--- src/rim_pkg.sv ---
// Shared types and constants for the rectangle IoU best-match unit.
// Depends on nothing; every other file in src imports it.
package rim_pkg;

	localparam int COORD_BITS     = 16;
	localparam int MAX_CANDIDATES = 1024;

	localparam int THR_W     = 17;
	localparam int THR_RESET = 32768;
	localparam int ONE_Q16   = 65536;

	localparam int AREA_W = 2 * COORD_BITS;
	localparam int UNI_W  = AREA_W + 1;
	localparam int NUM_W  = (AREA_W > THR_W) ? AREA_W : THR_W;
	localparam int IDX_W  = 10;
	localparam int CNT_W  = $clog2(MAX_CANDIDATES + 1);

	localparam int DIG_W  = 16;
	localparam int DIG_N  = (UNI_W + DIG_W - 1) / DIG_W;
	localparam int PAD_W  = DIG_N * DIG_W;
	localparam int DCNT_W = $clog2(DIG_N);
	localparam int PROD_W = NUM_W + UNI_W;

	localparam int QUEUE_DEPTH = 2;
	localparam int QPTR_W      = $clog2(QUEUE_DEPTH);
	localparam int QCNT_W      = $clog2(QUEUE_DEPTH + 1);

	localparam logic OP_LOAD = 1'b0;
	localparam logic OP_CAND = 1'b1;

	typedef enum logic [1:0] {
		KIND_LOAD,
		KIND_CAND,
		KIND_SKIP
	} rim_kind_t;

	typedef struct packed {
		rim_kind_t              kind;
		logic                   last;
		logic [COORD_BITS-1:0]  rect_w;
		logic [COORD_BITS-1:0]  rect_h;
		logic [COORD_BITS-1:0]  inter_w;
		logic [COORD_BITS-1:0]  inter_h;
		logic [CNT_W-1:0]       index;
	} rim_entry_t;

	typedef enum logic [2:0] {
		B_IDLE,
		B_AREA,
		B_UNION,
		B_MUL,
		B_CMP,
		B_EMIT
	} rim_bstate_t;

endpackage

--- src/rim_queue.sv ---
// Short FIFO of classified beats between the front end and the scoring back end.
// Uses rim_pkg for the entry type and depth.
module rim_queue (
	input  logic                clk,
	input  logic                arst_n,
	input  logic                push,
	input  rim_pkg::rim_entry_t push_entry,
	input  logic                pop,
	output logic                full,
	output logic                empty,
	output rim_pkg::rim_entry_t head
);
	import rim_pkg::*;

	rim_entry_t          mem_q [QUEUE_DEPTH];
	logic [QPTR_W-1:0]   wr_ptr_q, rd_ptr_q;
	logic [QCNT_W-1:0]   cnt_q;

	assign full  = (cnt_q == QCNT_W'(QUEUE_DEPTH));
	assign empty = (cnt_q == '0);
	assign head  = mem_q[rd_ptr_q];

	always_ff @(posedge clk) begin
		if (push) begin
			mem_q[wr_ptr_q] <= push_entry;
		end
	end

	always_ff @(posedge clk or negedge arst_n) begin
		if (!arst_n) begin
			wr_ptr_q <= '0;
			rd_ptr_q <= '0;
			cnt_q    <= '0;
		end else begin
			if (push) begin
				wr_ptr_q <= wr_ptr_q + 1'b1;
			end
			if (pop) begin
				rd_ptr_q <= rd_ptr_q + 1'b1;
			end
			if (push && !pop) begin
				cnt_q <= cnt_q + 1'b1;
			end else if (pop && !push) begin
				cnt_q <= cnt_q - 1'b1;
			end
		end
	end

endmodule

--- config.mk ---
export PLATFORM = sky130hd
export DESIGN_NAME = rim_queue
export DESIGN_NICKNAME = d
export VERILOG_FILES = /design/src/rim_pkg.sv /design/src/rim_queue.sv
export SDC_FILE = /design/constraint.sdc
export NUM_CORES = 1
export LEC_CHECK = 0
export BUFFER_PORTS_ARGS = -buffer_cell sky130_fd_sc_hd__buf_4
export CAP_MARGIN = 30
export CORE_ASPECT_RATIO = 0.5
export CORE_MARGIN = 2
export CORE_UTILIZATION = 30
export CTS_BUF_LIST = sky130_fd_sc_hd__clkbuf_16
export CTS_CLUSTER_SIZE = 16
export DETAILED_ROUTE_END_ITERATION = 16
export GPL_TIMING_DRIVEN = 0
export PLACE_DENSITY_LB_ADDON = 0.15
export REMOVE_ABC_BUFFERS = 1
export SKIP_LAST_GASP = 1
export SYNTH_ARGS = -nofsm -noshare
export SYNTH_HDL_FRONTEND = slang
export SYNTH_SLANG_ARGS = --single-unit
--- constraint.sdc ---
create_clock -name clk -period 4.7 [get_ports clk]
set_input_delay 0.705 -clock clk [delete_from_list [all_inputs] [get_ports clk]]
set_output_delay 0.705 -clock clk [all_outputs]
set_load 0.1 [all_outputs]
[After elaboration in Yosys (flattened, before gate mapping)]
Memories as Yosys holds them, arrays and structs flattened.
Cells that the tools add are included.
Storage, ports and cells
  bits in registers: 4
  RAM bits: 156
  input port bits: 82
  output and inout bits: 80
  memories kept: 1
Memory list
  mem_q: words 2, width 78, rd ports 1, clocked after memory_dff 0, write ports 1, RTL line rim_queue.sv:15  | rim_entry_t mem_q [QUEUE_DEPTH];
Operators by class
  $add $sub $neg: 4
  equality and inequality tests: 1
  mux-type cells: 4
  reduce and logical (&&, ||, !) cells: 6
Operators by type and width (number)
  2-bit two-way mux: 2
  1-bit adder (second input constant): 2
  2-bit by 1-bit adder with 2-bit output (second input constant): 1
  2-bit == test (second input constant): 1
  1-bit logical AND: 2
  1-bit logical NOT: 2
  2-bit logical NOT: 1
  1-bit two-way mux: 2
  2-bit nonzero test: 1
  2-bit by 1-bit subtractor with 2-bit output (second input constant): 1

[Depth between registers and ports, before layout]
  depth after elaboration: 4
  gate-level depth with buffers: 5
  gate-level depth less buffers: 5

[Least setup slack after synthesis]
Ideal clock, no wire load.
  path kind: input port to flip-flop
  start point: input push
  end point: memory mem_q[0][0] in the netlist's numbering, enable pin
  setup time: 0.524 ns
  arrival: 4.117 ns
  data required time: 4.176 ns
  path slack: 0.058 ns
  stages on the path: 1
  path through: nor2b_1
On the way
  word-level cells in the longest chain between the ends: 2
Ends and longest elaborated chain
  from (decl): RTL line rim_queue.sv:6  | input logic push,
  1-bit two-way mux: RTL line rim_queue.sv:24  | if (push) begin
  1-bit two-way mux (implied by the code): RTL line rim_queue.sv:25  | mem_q[wr_ptr_q] <= push_entry;
  to (decl): RTL line rim_queue.sv:15
Every way passes these cells.

==> impl_metrics.json <==
{
  "run_status": "finished clean",
  "total_clock_buffers_created_by_cts": 17,
  "wire_length_of_the_first_global_routing_pass_um": 16640,
  "area_growth_pct": 36.89,
  "io-pin-count": 162,
  "via_count": 2935,
  "antenna-diode-count": 0,
  "ys_seq_elements": 160,
  "ctsHoldBuffers": 0,
  "tritoncts_clock_tree": "yes",
  "crit-reg2reg-launch": "wr_ptr_q",
  "insertion_delay_of_the_later_clocked_pin_in_the_worst_skew_pair_ps": 410,
  "synth_warnings": 0,
  "class_of_the_tightest_hold_or_removal_check": "primary input to async pin",
  "syn-mean-instance-area_um2": 22.59,
  "fp.dieArea_um2": 20700,
  "crit_path_start_kind": "flop",
  "chipWidth_um": 201.5,
  "syn_area_um2": 5851,
  "synth_sequential_area_ratio_pct": 81.78,
  "finalClockSkew_ps": 5.875,
  "initial_utilization_pct": 30.35,
  "dpl_cell_area_um2": 7437,
  "finalCriticalPeriod_ps": 2908,
  "r2r_slack_ps": 2930,
  "yosysTopAreaCellShare_pct": 80.07,
  "detail_route.drc_violations": 0,
  "min_period_over_period_pct": 61.88,
  "netlist_top_cells_area": "sky130_fd_sc_hd__edfxtp_1, sky130_fd_sc_hd__mux2_2, sky130_fd_sc_hd__mux2_4, sky130_fd_sc_hd__dfrtp_1, sky130_fd_sc_hd__xor2_1",
  "drv_cap": 0,
  "critical_path.reg2reg.endpoint": "mem_q[0][33]",
  "timing_hold_violations_final": 0,
  "cp.arrival_ps": 2200,
  "clk_pin_slew_worst_paths_ps": 60,
  "detailedRoute.firstIterationViolations": 80,
  "detailedRoute.firstPassIterationCount": 4,
  "unique_masters_post_synth": 13,
  "post_cts_resize_count": 0,
  "yosys.cell_count.top_type": "sky130_fd_sc_hd__edfxtp_1",
  "core.rowCount": 36,
  "cp.depth": 3,
  "fin_area_um2": 8009,
  "max_slew.worst_pin.slew_ps": 892.2,
  "post_route_cells_drive_above_1_share_pct": 61.30,
  "timing.critical_path.slowest_stage_cell": "sky130_fd_sc_hd__dfrtp_4",
  "setup_viol": 0,
  "worstPathCellList": "buf_16, mux2_2, buf_4",
  "top_cells_by_instance_count_after_synthesis": "sky130_fd_sc_hd__edfxtp_1, sky130_fd_sc_hd__mux2_2, sky130_fd_sc_hd__mux2_4",
  "synth_largest_area_cell": "sky130_fd_sc_hd__edfxtp_1",
  "drt_wl_total_um": 11260,
  "timing.critical_path.from": "rd_ptr_q",
  "fmax_mhz": 343.8,
  "ant_nets": 0,
  "grt-ovfl-total": 0,
  "synthCells": 259,
  "end_point_of_the_critical_path": "head[35]",
  "cts_root_buffer": "sky130_fd_sc_hd__clkbuf_16",
  "yosys_most_used_dff": "sky130_fd_sc_hd__edfxtp_1",
  "numPortBuffers": 161,
  "largest_net_degree_at_the_start_of_global_routing": 44,
  "critical_path_class": "flop to output port",
  "reg2regPathDepth": 2,
  "nets": 517,
  "cts_post_setup_buffers_inserted": 0,
  "clkSinkCount": 160,
  "cell_class_contributing_the_biggest_share_of_worst_path_delay": "flip-flops",
  "timing.max_slew.rel_slack_pct": 40.40,
  "setup.worst_path.end_class": "output port",
  "clock_path_buffers": 2,
  "chipHeight_um": 102.7,
  "worst_ep_required_time_ps": 3990,
  "worst_path_largest_cell_delay_ps": 810,
  "critPathBufInv": 2,
  "antenna_found_initial": 0,
  "fp.coreArea_um2": 19280,
  "slew_viol_final": 0,
  "gp_congestion": 0.6256,
  "detail_route.vias_per_cell": 4.116,
  "synth_enable_flop_cells": 156,
  "dpl_wire_length_um": 7164,
  "rsz0062_at_grt": "no",
  "postSynth.asyncResetShare_pct": 2.500,
  "worst_path_max_fanout": 43,
  "grt_pass1_vias": 2977,
  "routedWlPerCell_um": 15.79,
  "grt_use_total_pct": 10.90,
  "cts_max_level": 4
}
==> per-layer routing <==
metal | up-vias | track usage, % | wire, um
li1 | 1375 | - | -
met1 | 1500 | 13.35 | 4797
met2 | 54 | 18.65 | 6001
met3 | 6 | 3.382 | 374
met4 | 0 | 3.733 | 87
met5 | - | 0 | 0
==> registers in the layout (all words and copies together), names as in the netlist <==
| name | cells |
|---|---|
| wr_ptr_q | 1 |
| rd_ptr_q | 1 |
| cnt_q | 2 |
| mem_q | 156 |
==> how the worst min path moves through the flow <==
stage          slack [ps]  cells after the start       end
2_1_floorplan         410                      0  cnt_q[0]
3_3_place_gp          470                      1  wr_ptr_q
3_5_place_dp          480                      1  cnt_q[1]
4_1_cts                60                      1  rd_ptr_q
5_1_grt                50                      1  cnt_q[1]
6_report               80                      1  rd_ptr_q
==> layout make-up <==
type	count	area (um2)
sequential	160	4788
timing repair buffer	165	1304
fill	1801	11270
tap	266	332.8
inverter	1	3.754
multi-input combinational	89	1008
clock buffer	17	425.4
clock inverter	15	146.4
==> placed cells by master, fill, tap and decap left out <==
master	synthesis	final
sky130_fd_sc_hd__buf_4	0	161
sky130_fd_sc_hd__edfxtp_1	156	156
sky130_fd_sc_hd__mux2_2	68	68
sky130_fd_sc_hd__clkbuf_16	0	17
sky130_fd_sc_hd__mux2_4	10	10
sky130_fd_sc_hd__xor2_1	4	4
sky130_fd_sc_hd__inv_1	1	3
sky130_fd_sc_hd__clkinv_4	0	3
sky130_fd_sc_hd__clkinvlp_4	0	3
sky130_fd_sc_hd__dfrtp_1	4	3
sky130_fd_sc_hd__nor2_1	2	2
sky130_fd_sc_hd__clkinv_1	0	2
sky130_fd_sc_hd__inv_6	0	2
sky130_fd_sc_hd__bufinv_16	0	2
sky130_fd_sc_hd__buf_12	0	2
sky130_fd_sc_hd__buf_16	0	2
sky130_fd_sc_hd__and2_4	0	1
sky130_fd_sc_hd__nor2b_1	2	1
sky130_fd_sc_hd__nor2b_4	0	1
sky130_fd_sc_hd__xnor2_1	1	1
sky130_fd_sc_hd__ha_1	1	1
sky130_fd_sc_hd__clkinv_2	0	1
sky130_fd_sc_hd__dfrtp_4	0	1
==> cells by family after synthesis <==
family	share of synthesized area, %
flops	81.78
buf+inv	1.155
xor+xnor	0.7485
simple gates	0.4492
fa+ha+maj	0.2138
mux	15.65
==> metrics by stage <==
| stage | instances | utilization [%] | worst slack (ps) | TNS [ps] | hold slack, ps |
|---|---|---|---|---|---|
| 2_1_floorplan | 250 | - | 58.40 | 0 | 409.4 |
| 3_3_place_gp | 677 | 38.01 | -2888 | -228630 | 468.4 |
| 3_5_place_dp | 681 | 38.58 | 2173 | 0 | 478.5 |
| 4_1_cts | 713 | 41.54 | 1720 | 0 | 64.02 |
| 5_1_grt | 713 | 41.54 | 1669 | 0 | 54.17 |
| 6_report | 713 | 41.54 | 1792 | 0 | 84.83 |
==> worst reg2reg max path, cell delays in order (launching register included) <==
cell and delay [ps]:
sky130_fd_sc_hd__dfrtp_1 420, sky130_fd_sc_hd__nor2b_4 720, sky130_fd_sc_hd__buf_12 300
Power is left out: the tool's default activity adds up to more than one toggle a clock period on the data nets, which glitch-free logic cannot reach.
