--- src/rim_pkg.sv ---
// Shared types and constants for the rectangle IoU best-match unit.
// Depends on nothing; every other file in src imports it.
package rim_pkg;

	localparam int COORD_BITS     = 16;
	localparam int MAX_CANDIDATES = 1024;

	localparam int THR_W     = 17;
	localparam int THR_RESET = 32768;
	localparam int ONE_Q16   = 65536;

	localparam int AREA_W = 2 * COORD_BITS;
	localparam int UNI_W  = AREA_W + 1;
	localparam int NUM_W  = (AREA_W > THR_W) ? AREA_W : THR_W;
	localparam int IDX_W  = 10;
	localparam int CNT_W  = $clog2(MAX_CANDIDATES + 1);

	localparam int DIG_W  = 16;
	localparam int DIG_N  = (UNI_W + DIG_W - 1) / DIG_W;
	localparam int PAD_W  = DIG_N * DIG_W;
	localparam int DCNT_W = $clog2(DIG_N);
	localparam int PROD_W = NUM_W + UNI_W;

	localparam int QUEUE_DEPTH = 2;
	localparam int QPTR_W      = $clog2(QUEUE_DEPTH);
	localparam int QCNT_W      = $clog2(QUEUE_DEPTH + 1);

	localparam logic OP_LOAD = 1'b0;
	localparam logic OP_CAND = 1'b1;

	typedef enum logic [1:0] {
		KIND_LOAD,
		KIND_CAND,
		KIND_SKIP
	} rim_kind_t;

	typedef struct packed {
		rim_kind_t              kind;
		logic                   last;
		logic [COORD_BITS-1:0]  rect_w;
		logic [COORD_BITS-1:0]  rect_h;
		logic [COORD_BITS-1:0]  inter_w;
		logic [COORD_BITS-1:0]  inter_h;
		logic [CNT_W-1:0]       index;
	} rim_entry_t;

	typedef enum logic [2:0] {
		B_IDLE,
		B_AREA,
		B_UNION,
		B_MUL,
		B_CMP,
		B_EMIT
	} rim_bstate_t;

endpackage

--- src/rim_front.sv ---
// Front end: accepts input beats, tracks the test rectangle and candidate count,
// classifies each beat and computes the overlap spans. Uses rim_pkg.
module rim_front (
	input  logic                           clk,
	input  logic                           arst_n,
	input  logic                           in_valid,
	output logic                           in_stall,
	input  logic                           op,
	input  logic [rim_pkg::COORD_BITS-1:0] rect_x,
	input  logic [rim_pkg::COORD_BITS-1:0] rect_y,
	input  logic [rim_pkg::COORD_BITS-1:0] rect_w,
	input  logic [rim_pkg::COORD_BITS-1:0] rect_h,
	input  logic                           last,
	input  logic                           q_full,
	output logic                           q_push,
	output rim_pkg::rim_entry_t            q_entry
);
	import rim_pkg::*;

	logic [COORD_BITS-1:0] test_x_q, test_y_q, test_w_q, test_h_q;
	logic [CNT_W-1:0]      count_q;
	logic                  accept;

	function automatic logic [COORD_BITS-1:0] span_overlap(
		input logic [COORD_BITS-1:0] p1, input logic [COORD_BITS-1:0] s1,
		input logic [COORD_BITS-1:0] p2, input logic [COORD_BITS-1:0] s2);
		logic [COORD_BITS:0] e1, e2, lo, hi, diff;
		e1 = {1'b0, p1} + {1'b0, s1};
		e2 = {1'b0, p2} + {1'b0, s2};
		lo = (p1 > p2) ? {1'b0, p1} : {1'b0, p2};
		hi = (e1 < e2) ? e1 : e2;
		diff = hi - lo;
		return (hi > lo) ? diff[COORD_BITS-1:0] : '0;
	endfunction

	assign in_stall = q_full;
	assign accept   = in_valid && !q_full;
	assign q_push   = accept;

	always_comb begin
		q_entry.last    = last;
		q_entry.rect_w  = rect_w;
		q_entry.rect_h  = rect_h;
		q_entry.inter_w = span_overlap(test_x_q, test_w_q, rect_x, rect_w);
		q_entry.inter_h = span_overlap(test_y_q, test_h_q, rect_y, rect_h);
		q_entry.index   = count_q;
		if (op == OP_LOAD) begin
			q_entry.kind = KIND_LOAD;
		end else if (count_q == CNT_W'(MAX_CANDIDATES)) begin
			q_entry.kind = KIND_SKIP;
		end else begin
			q_entry.kind = KIND_CAND;
		end
	end

	always_ff @(posedge clk or negedge arst_n) begin
		if (!arst_n) begin
			test_x_q <= '0;
			test_y_q <= '0;
			test_w_q <= '0;
			test_h_q <= '0;
			count_q  <= '0;
		end else if (accept) begin
			if (op == OP_LOAD) begin
				test_x_q <= rect_x;
				test_y_q <= rect_y;
				test_w_q <= rect_w;
				test_h_q <= rect_h;
				count_q  <= '0;
			end else if (count_q != CNT_W'(MAX_CANDIDATES)) begin
				count_q <= count_q + 1'b1;
			end
			if (last) begin
				count_q <= '0;
			end
		end
	end

endmodule

--- config.mk ---
export PLATFORM = sky130hd
export DESIGN_NAME = rim_front
export DESIGN_NICKNAME = d
export VERILOG_FILES = /design/src/rim_pkg.sv /design/src/rim_front.sv
export SDC_FILE = /design/constraint.sdc
export NUM_CORES = 1
export LEC_CHECK = 0
export BUFFER_PORTS_ARGS = -buffer_cell sky130_fd_sc_hd__buf_4
export CORE_MARGIN = 5
export CORE_UTILIZATION = 45
export CTS_BUF_LIST = sky130_fd_sc_hd__clkbuf_8
export DETAILED_ROUTE_END_ITERATION = 10
export PLACE_DENSITY = 0.66
export SYNTH_ARGS = -nofsm -noshare
export SYNTH_HDL_FRONTEND = slang
export SYNTH_SLANG_ARGS = --single-unit
--- constraint.sdc ---
create_clock -name clk -period 13.62 [get_ports clk]
set_input_delay 0 -clock clk [delete_from_list [all_inputs] [get_ports clk]]
set_output_delay 0 -clock clk [all_outputs]
set_load 0.05 [all_outputs]
# ---- Word-level counts from Yosys, hierarchy flattened
# Cells that the tools add are included.
dict set report classes {
  add_sub_neg 7
  mul 0
  div 0
  order_cmp 6
  eq_ne 3
  n_shift 0
  n_mux 11
  n_bitwise 1
  reduce_logical 4
}
# operator n
set ops {}
lappend ops {{$add 16x16->17} 4}
lappend ops {{$mux 16} 4}
lappend ops {{$gt 17x16->1} 2}
lappend ops {{$lt 17x17->1} 2}
lappend ops {{$mux 17} 2}
lappend ops {{$mux 11} 3}
lappend ops {{$gt 16x16->1} 2}
lappend ops {{$sub 16x16->16} 2}
lappend ops {{$add 11x1->11 const B} 1}
lappend ops {{$eq 11x11->1 const B} 1}
lappend ops {{$ne 11x11->1 const B} 1}
lappend ops {{$mux 2} 2}
lappend ops {{$reduce_and 2->1} 2}
lappend ops {{$ne 3x1->1 const B} 1}
lappend ops {{$logic_and 1x1->1} 1}
lappend ops {{$logic_not 1->1} 1}
lappend ops {{$not 1->1} 1}
dict set report word_totals {
  ff_bits 75
  latchBits 0
  mem_bits_rw 0
  mem_bits_ro 0
  in_bits 70
  output_inout_bits 80
  elab_cells 37
  mem_count 0
}

# ---- Depth between registers and ports, before layout
dict set report depth {
  ltp_word 5
  depth_mapped 29
  mapped_depth_nobuf 27
}

# ---- Worst setup path after synthesis
# Ideal clock, no wire load.
dict set report synth_path {
  kind {register to output}
  startpoint {register test_y_q[0]}
  endpoint {output q_entry[13] in the netlist's numbering}
  t_arrival_ns 6.140
  t_required_ns 13.620
  slack_ns 7.480
  stages_incl_launch_ff 28
  path_buffers 1
  path_cell_list {dfrtp_1 -> ha_1 -> fa_1 -> a211o_1 -> a21oi_1 -> o21ai_0 -> a21oi_1 -> o21bai_1 -> a21oi_1 -> xnor2_1 -> ha_1 -> a21o_1 -> a21oi_1 -> o211ai_1 -> a21oi_1 -> o211ai_1 -> nand2_1 -> clkbuf_1 -> o21ai_0 -> ha_1 -> inv_1 -> nor3_1 -> and2_1 -> a22o_1 -> a41oi_1 -> a21oi_1 -> a21oi_2 -> nor3_1}
}
# element line_no
set synth_rtl {}
lappend synth_rtl {{start, declared} rim_front.sv:20} ;# logic [COORD_BITS-1:0] test_x_q, test_y_q, test_w_q, test_h_q;
lappend synth_rtl {{start signal, assigned} rim_front.sv:66} ;# test_y_q <= rect_y;
lappend synth_rtl {{end, declared} rim_front.sv:16} ;# output rim_pkg::rim_entry_t q_entry

==> run metrics <==
port bufs 149; RSZ-0062 raised after global routing no; vias in the first global route 8533; Final Hold Viols 0; Vias around 8700; Synth Area per Inst ~8.7 µm²; Arrival @ worst endpoint approximately 7.4 ns; TNS Setup 0 ns; largest net degree at the start of global routing 67; Async SR Flop Fraction 1.00; setup violators final 0; gr ovfl total 0; initial antenna violation count 0; RR Startpoint count_q[1]; Slew @ Worst Pin roughly 0.92 ns; post-CTS sizing 0; CTS max path bufs 2; layout cell share with drive strength beyond 1 0.192; Die Width ~160 µm; post-route ant nets 0; fin. max-slew vios 0; die height between 150 and 200 µm; top cells by count, synth ha_1 (162), nor2_1 (100), a21oi_1 (75), dfrtp_1 (75), nand2_1 (74); Synth area leaders ha_1 (21%), dfrtp_1 (20%), mux2_2 (7.6%), a21oi_1 (3.9%), nor2_1 (3.9%); row cnt 53; number of synthesized flops with an enable pin 0; wire length per cell 16.8 µm; mapped cell area just under 0.01 mm²; Peak Freq around 140 MHz; drt first pass iters 7; CP Launch Type primary input; core area 0.0210 mm²; Worst Hold Class in2reg; H-tree levels 3; Final period util 0.543; DIE AREA around 0.024 mm²; CP Max Fanout 27; cell taking the most area after synthesis ha_1; slew margin rel. 0.386; Storage cell area between 0.0015 and 0.002 mm²; Final min period ~7.4 ns; Area growth, synth to finish 21.2%; clock skew approximately 0.0019 ns; post-DP HPWL 21.0 mm; DR vias/cell between 5 and 6; Overall Global Routing Usage 0.213; Seq/Total Area, Yosys 0.195; critical path startpoint rect_y[0]; Crit. End Element primary output; clk_lat worst skew 0.36 ns; IO Pins 150; FF-to-FF path depth 8; Yosys top cell area share 0.211; Clock transition at path regs 0.08 ns; initial core utilization 0.457; Fillers between 1500 and 2000; slack of the worst reg-to-reg path around 12 ns; Syn Nets approximately 1300; Final #Nets approximately 1500; global-route wire length before repair 42.8 mm; CTS tree built; CTS Sinks 75; most frequent cell after synthesis ha_1; total CTS buffers 9; MaxCap Viol Count 0; Post-CTS Setup Bufs 0; outcome finished, final reports clean; YS warnings 0; n_diodes 0; Yosys reg bits 75; Worst R2R End count_q[10]; drt total wl 26.4 mm; CTS Root Cell clkbuf_8; CP endpoint q_entry[19]; Post-synth top flop dfrtp_1; kind of critical path in2out; Multi-input gate area slightly above 0.007 mm²; Mapped Cells about 1100; DR iter-0 viols 460; CP Data Required Time about 14 ns; final weighted congestion in routability-driven placement approximately 0.87; # DRC 0; library cells used by synthesis 66
-- metrics by stage --
stage | std cells | instance area, µm² | worst slack [ns] | util | hold slack [ns]
finish | 1569 | 11700 | 6.22 | 0.554 | 0.0798
global route | 1569 | 11700 | 5.61 | 0.554 | 0.0928
CTS | 1569 | 11700 | 6.32 | 0.554 | 0.0507
detailed placement | 1486 | 10800 | 6.77 | 0.513 | -0.0681
global placement | 1486 | 10800 | 7.11 | 0.513 | -0.0642
floorplan | 1107 | 9620 | 7.48 | - | -0.296
-- registers in the layout (all words and copies together), names as in the netlist --
signal	flops
count_q	11
test_w_q	16
test_x_q	16
test_h_q	16
test_y_q	16
-- metal layers --
metal | track usage | wire [µm] | vias up
met5 | 0 | 0 | -
met1 | 0.292 | 12400 | 4123
met4 | 0.0566 | 581 | 0
li1 | - | - | 4374
met2 | 0.355 | 12200 | 212
met3 | 0.0291 | 1170 | 38
-- final cells by class --
cell class	count	area share
clock buffer	10	0.0118
clock inverter	6	0.00494
inverter	56	0.0180
timing repair buffer	221	0.157
sequential	75	0.161
tap	275	0.0295
multi-input combinational	926	0.618
-- critical path, cell delays in order --
cell,delay (ns)
dlygate4sd3_1,0.54
buf_4,0.15
ha_1,0.24
fa_1,0.44
a211oi_2,0.27
nor3_1,0.13
o41ai_1,0.61
nor2b_1,0.26
xor2_1,0.24
ha_1,0.29
a21o_1,0.16
a21oi_1,0.24
o211ai_1,0.13
a21oi_1,0.17
o211ai_1,0.21
nand2_1,0.68
nor2_1,0.11
a21o_1,0.18
ha_1,0.35
a21oi_1,0.19
o21bai_1,0.10
a21o_1,0.22
a22o_1,0.24
a41oi_1,0.27
a21oi_1,0.12
a21oi_2,0.49
nor2_1,0.12
buf_4,0.22
-- kinds of logic (layout without fill, tap and decap cells) --
| family | count (synthesis) | in the layout | share of synthesized area |
|---|---|---|---|
| XOR/XNOR | 80 | 80 | 0.0729 |
| flip-flops | 75 | 75 | 0.195 |
| buffers and inverters | 106 | 293 | 0.0571 |
| multiplexers | 102 | 102 | 0.116 |
| AO/OA/AOI/OAI | 291 | 291 | 0.199 |
| adder cells (fa/ha/maj) | 168 | 168 | 0.223 |
| AND/OR/NAND/NOR | 285 | 285 | 0.137 |
-- how the worst min path moves through the flow --
stage,start,depth (start not counted),slack [ns],end
CTS,in_valid,4,0.05,count_q[7]
finish,in_valid,4,0.08,count_q[7]
detailed placement,arst_n,1,-0.07,test_h_q[14]
global placement,arst_n,1,-0.06,test_h_q[14]
floorplan,arst_n,0,-0.30,count_q[0]
global route,in_valid,4,0.09,count_q[7]
-- cell usage in the layout, fill, tap and decap left out, types with 6 or more instances in the layout --
cell	count
mux2i_1	35
nand2_1	74
nor2b_1	17
and3_1	8
ha_1	162
xor2_1	39
dfrtp_1	75
o21ai_0	69
a21o_1	42
a211oi_1	12
a21oi_1	75
dlygate4sd3_1	67
xnor2_1	41
nand3_1	17
a31oi_1	8
inv_1	59
buf_4	154
clkbuf_8	10
o21bai_1	13
o21a_1	17
nand4_1	11
nand2b_1	12
mux2_2	65
nor3_1	23
nor2_1	99
fa_1	6
-- repair_timing --
| item | CTS | global route |
|---|---|---|
| setup endpoints to repair | 0 | 0 |
| hold buffers | 67 | 0 |
| hold endpoints to repair | 88 | 0 |
Power is not shown: default switching activity piles up to over one toggle a cycle in this logic, so the estimate is an artifact.
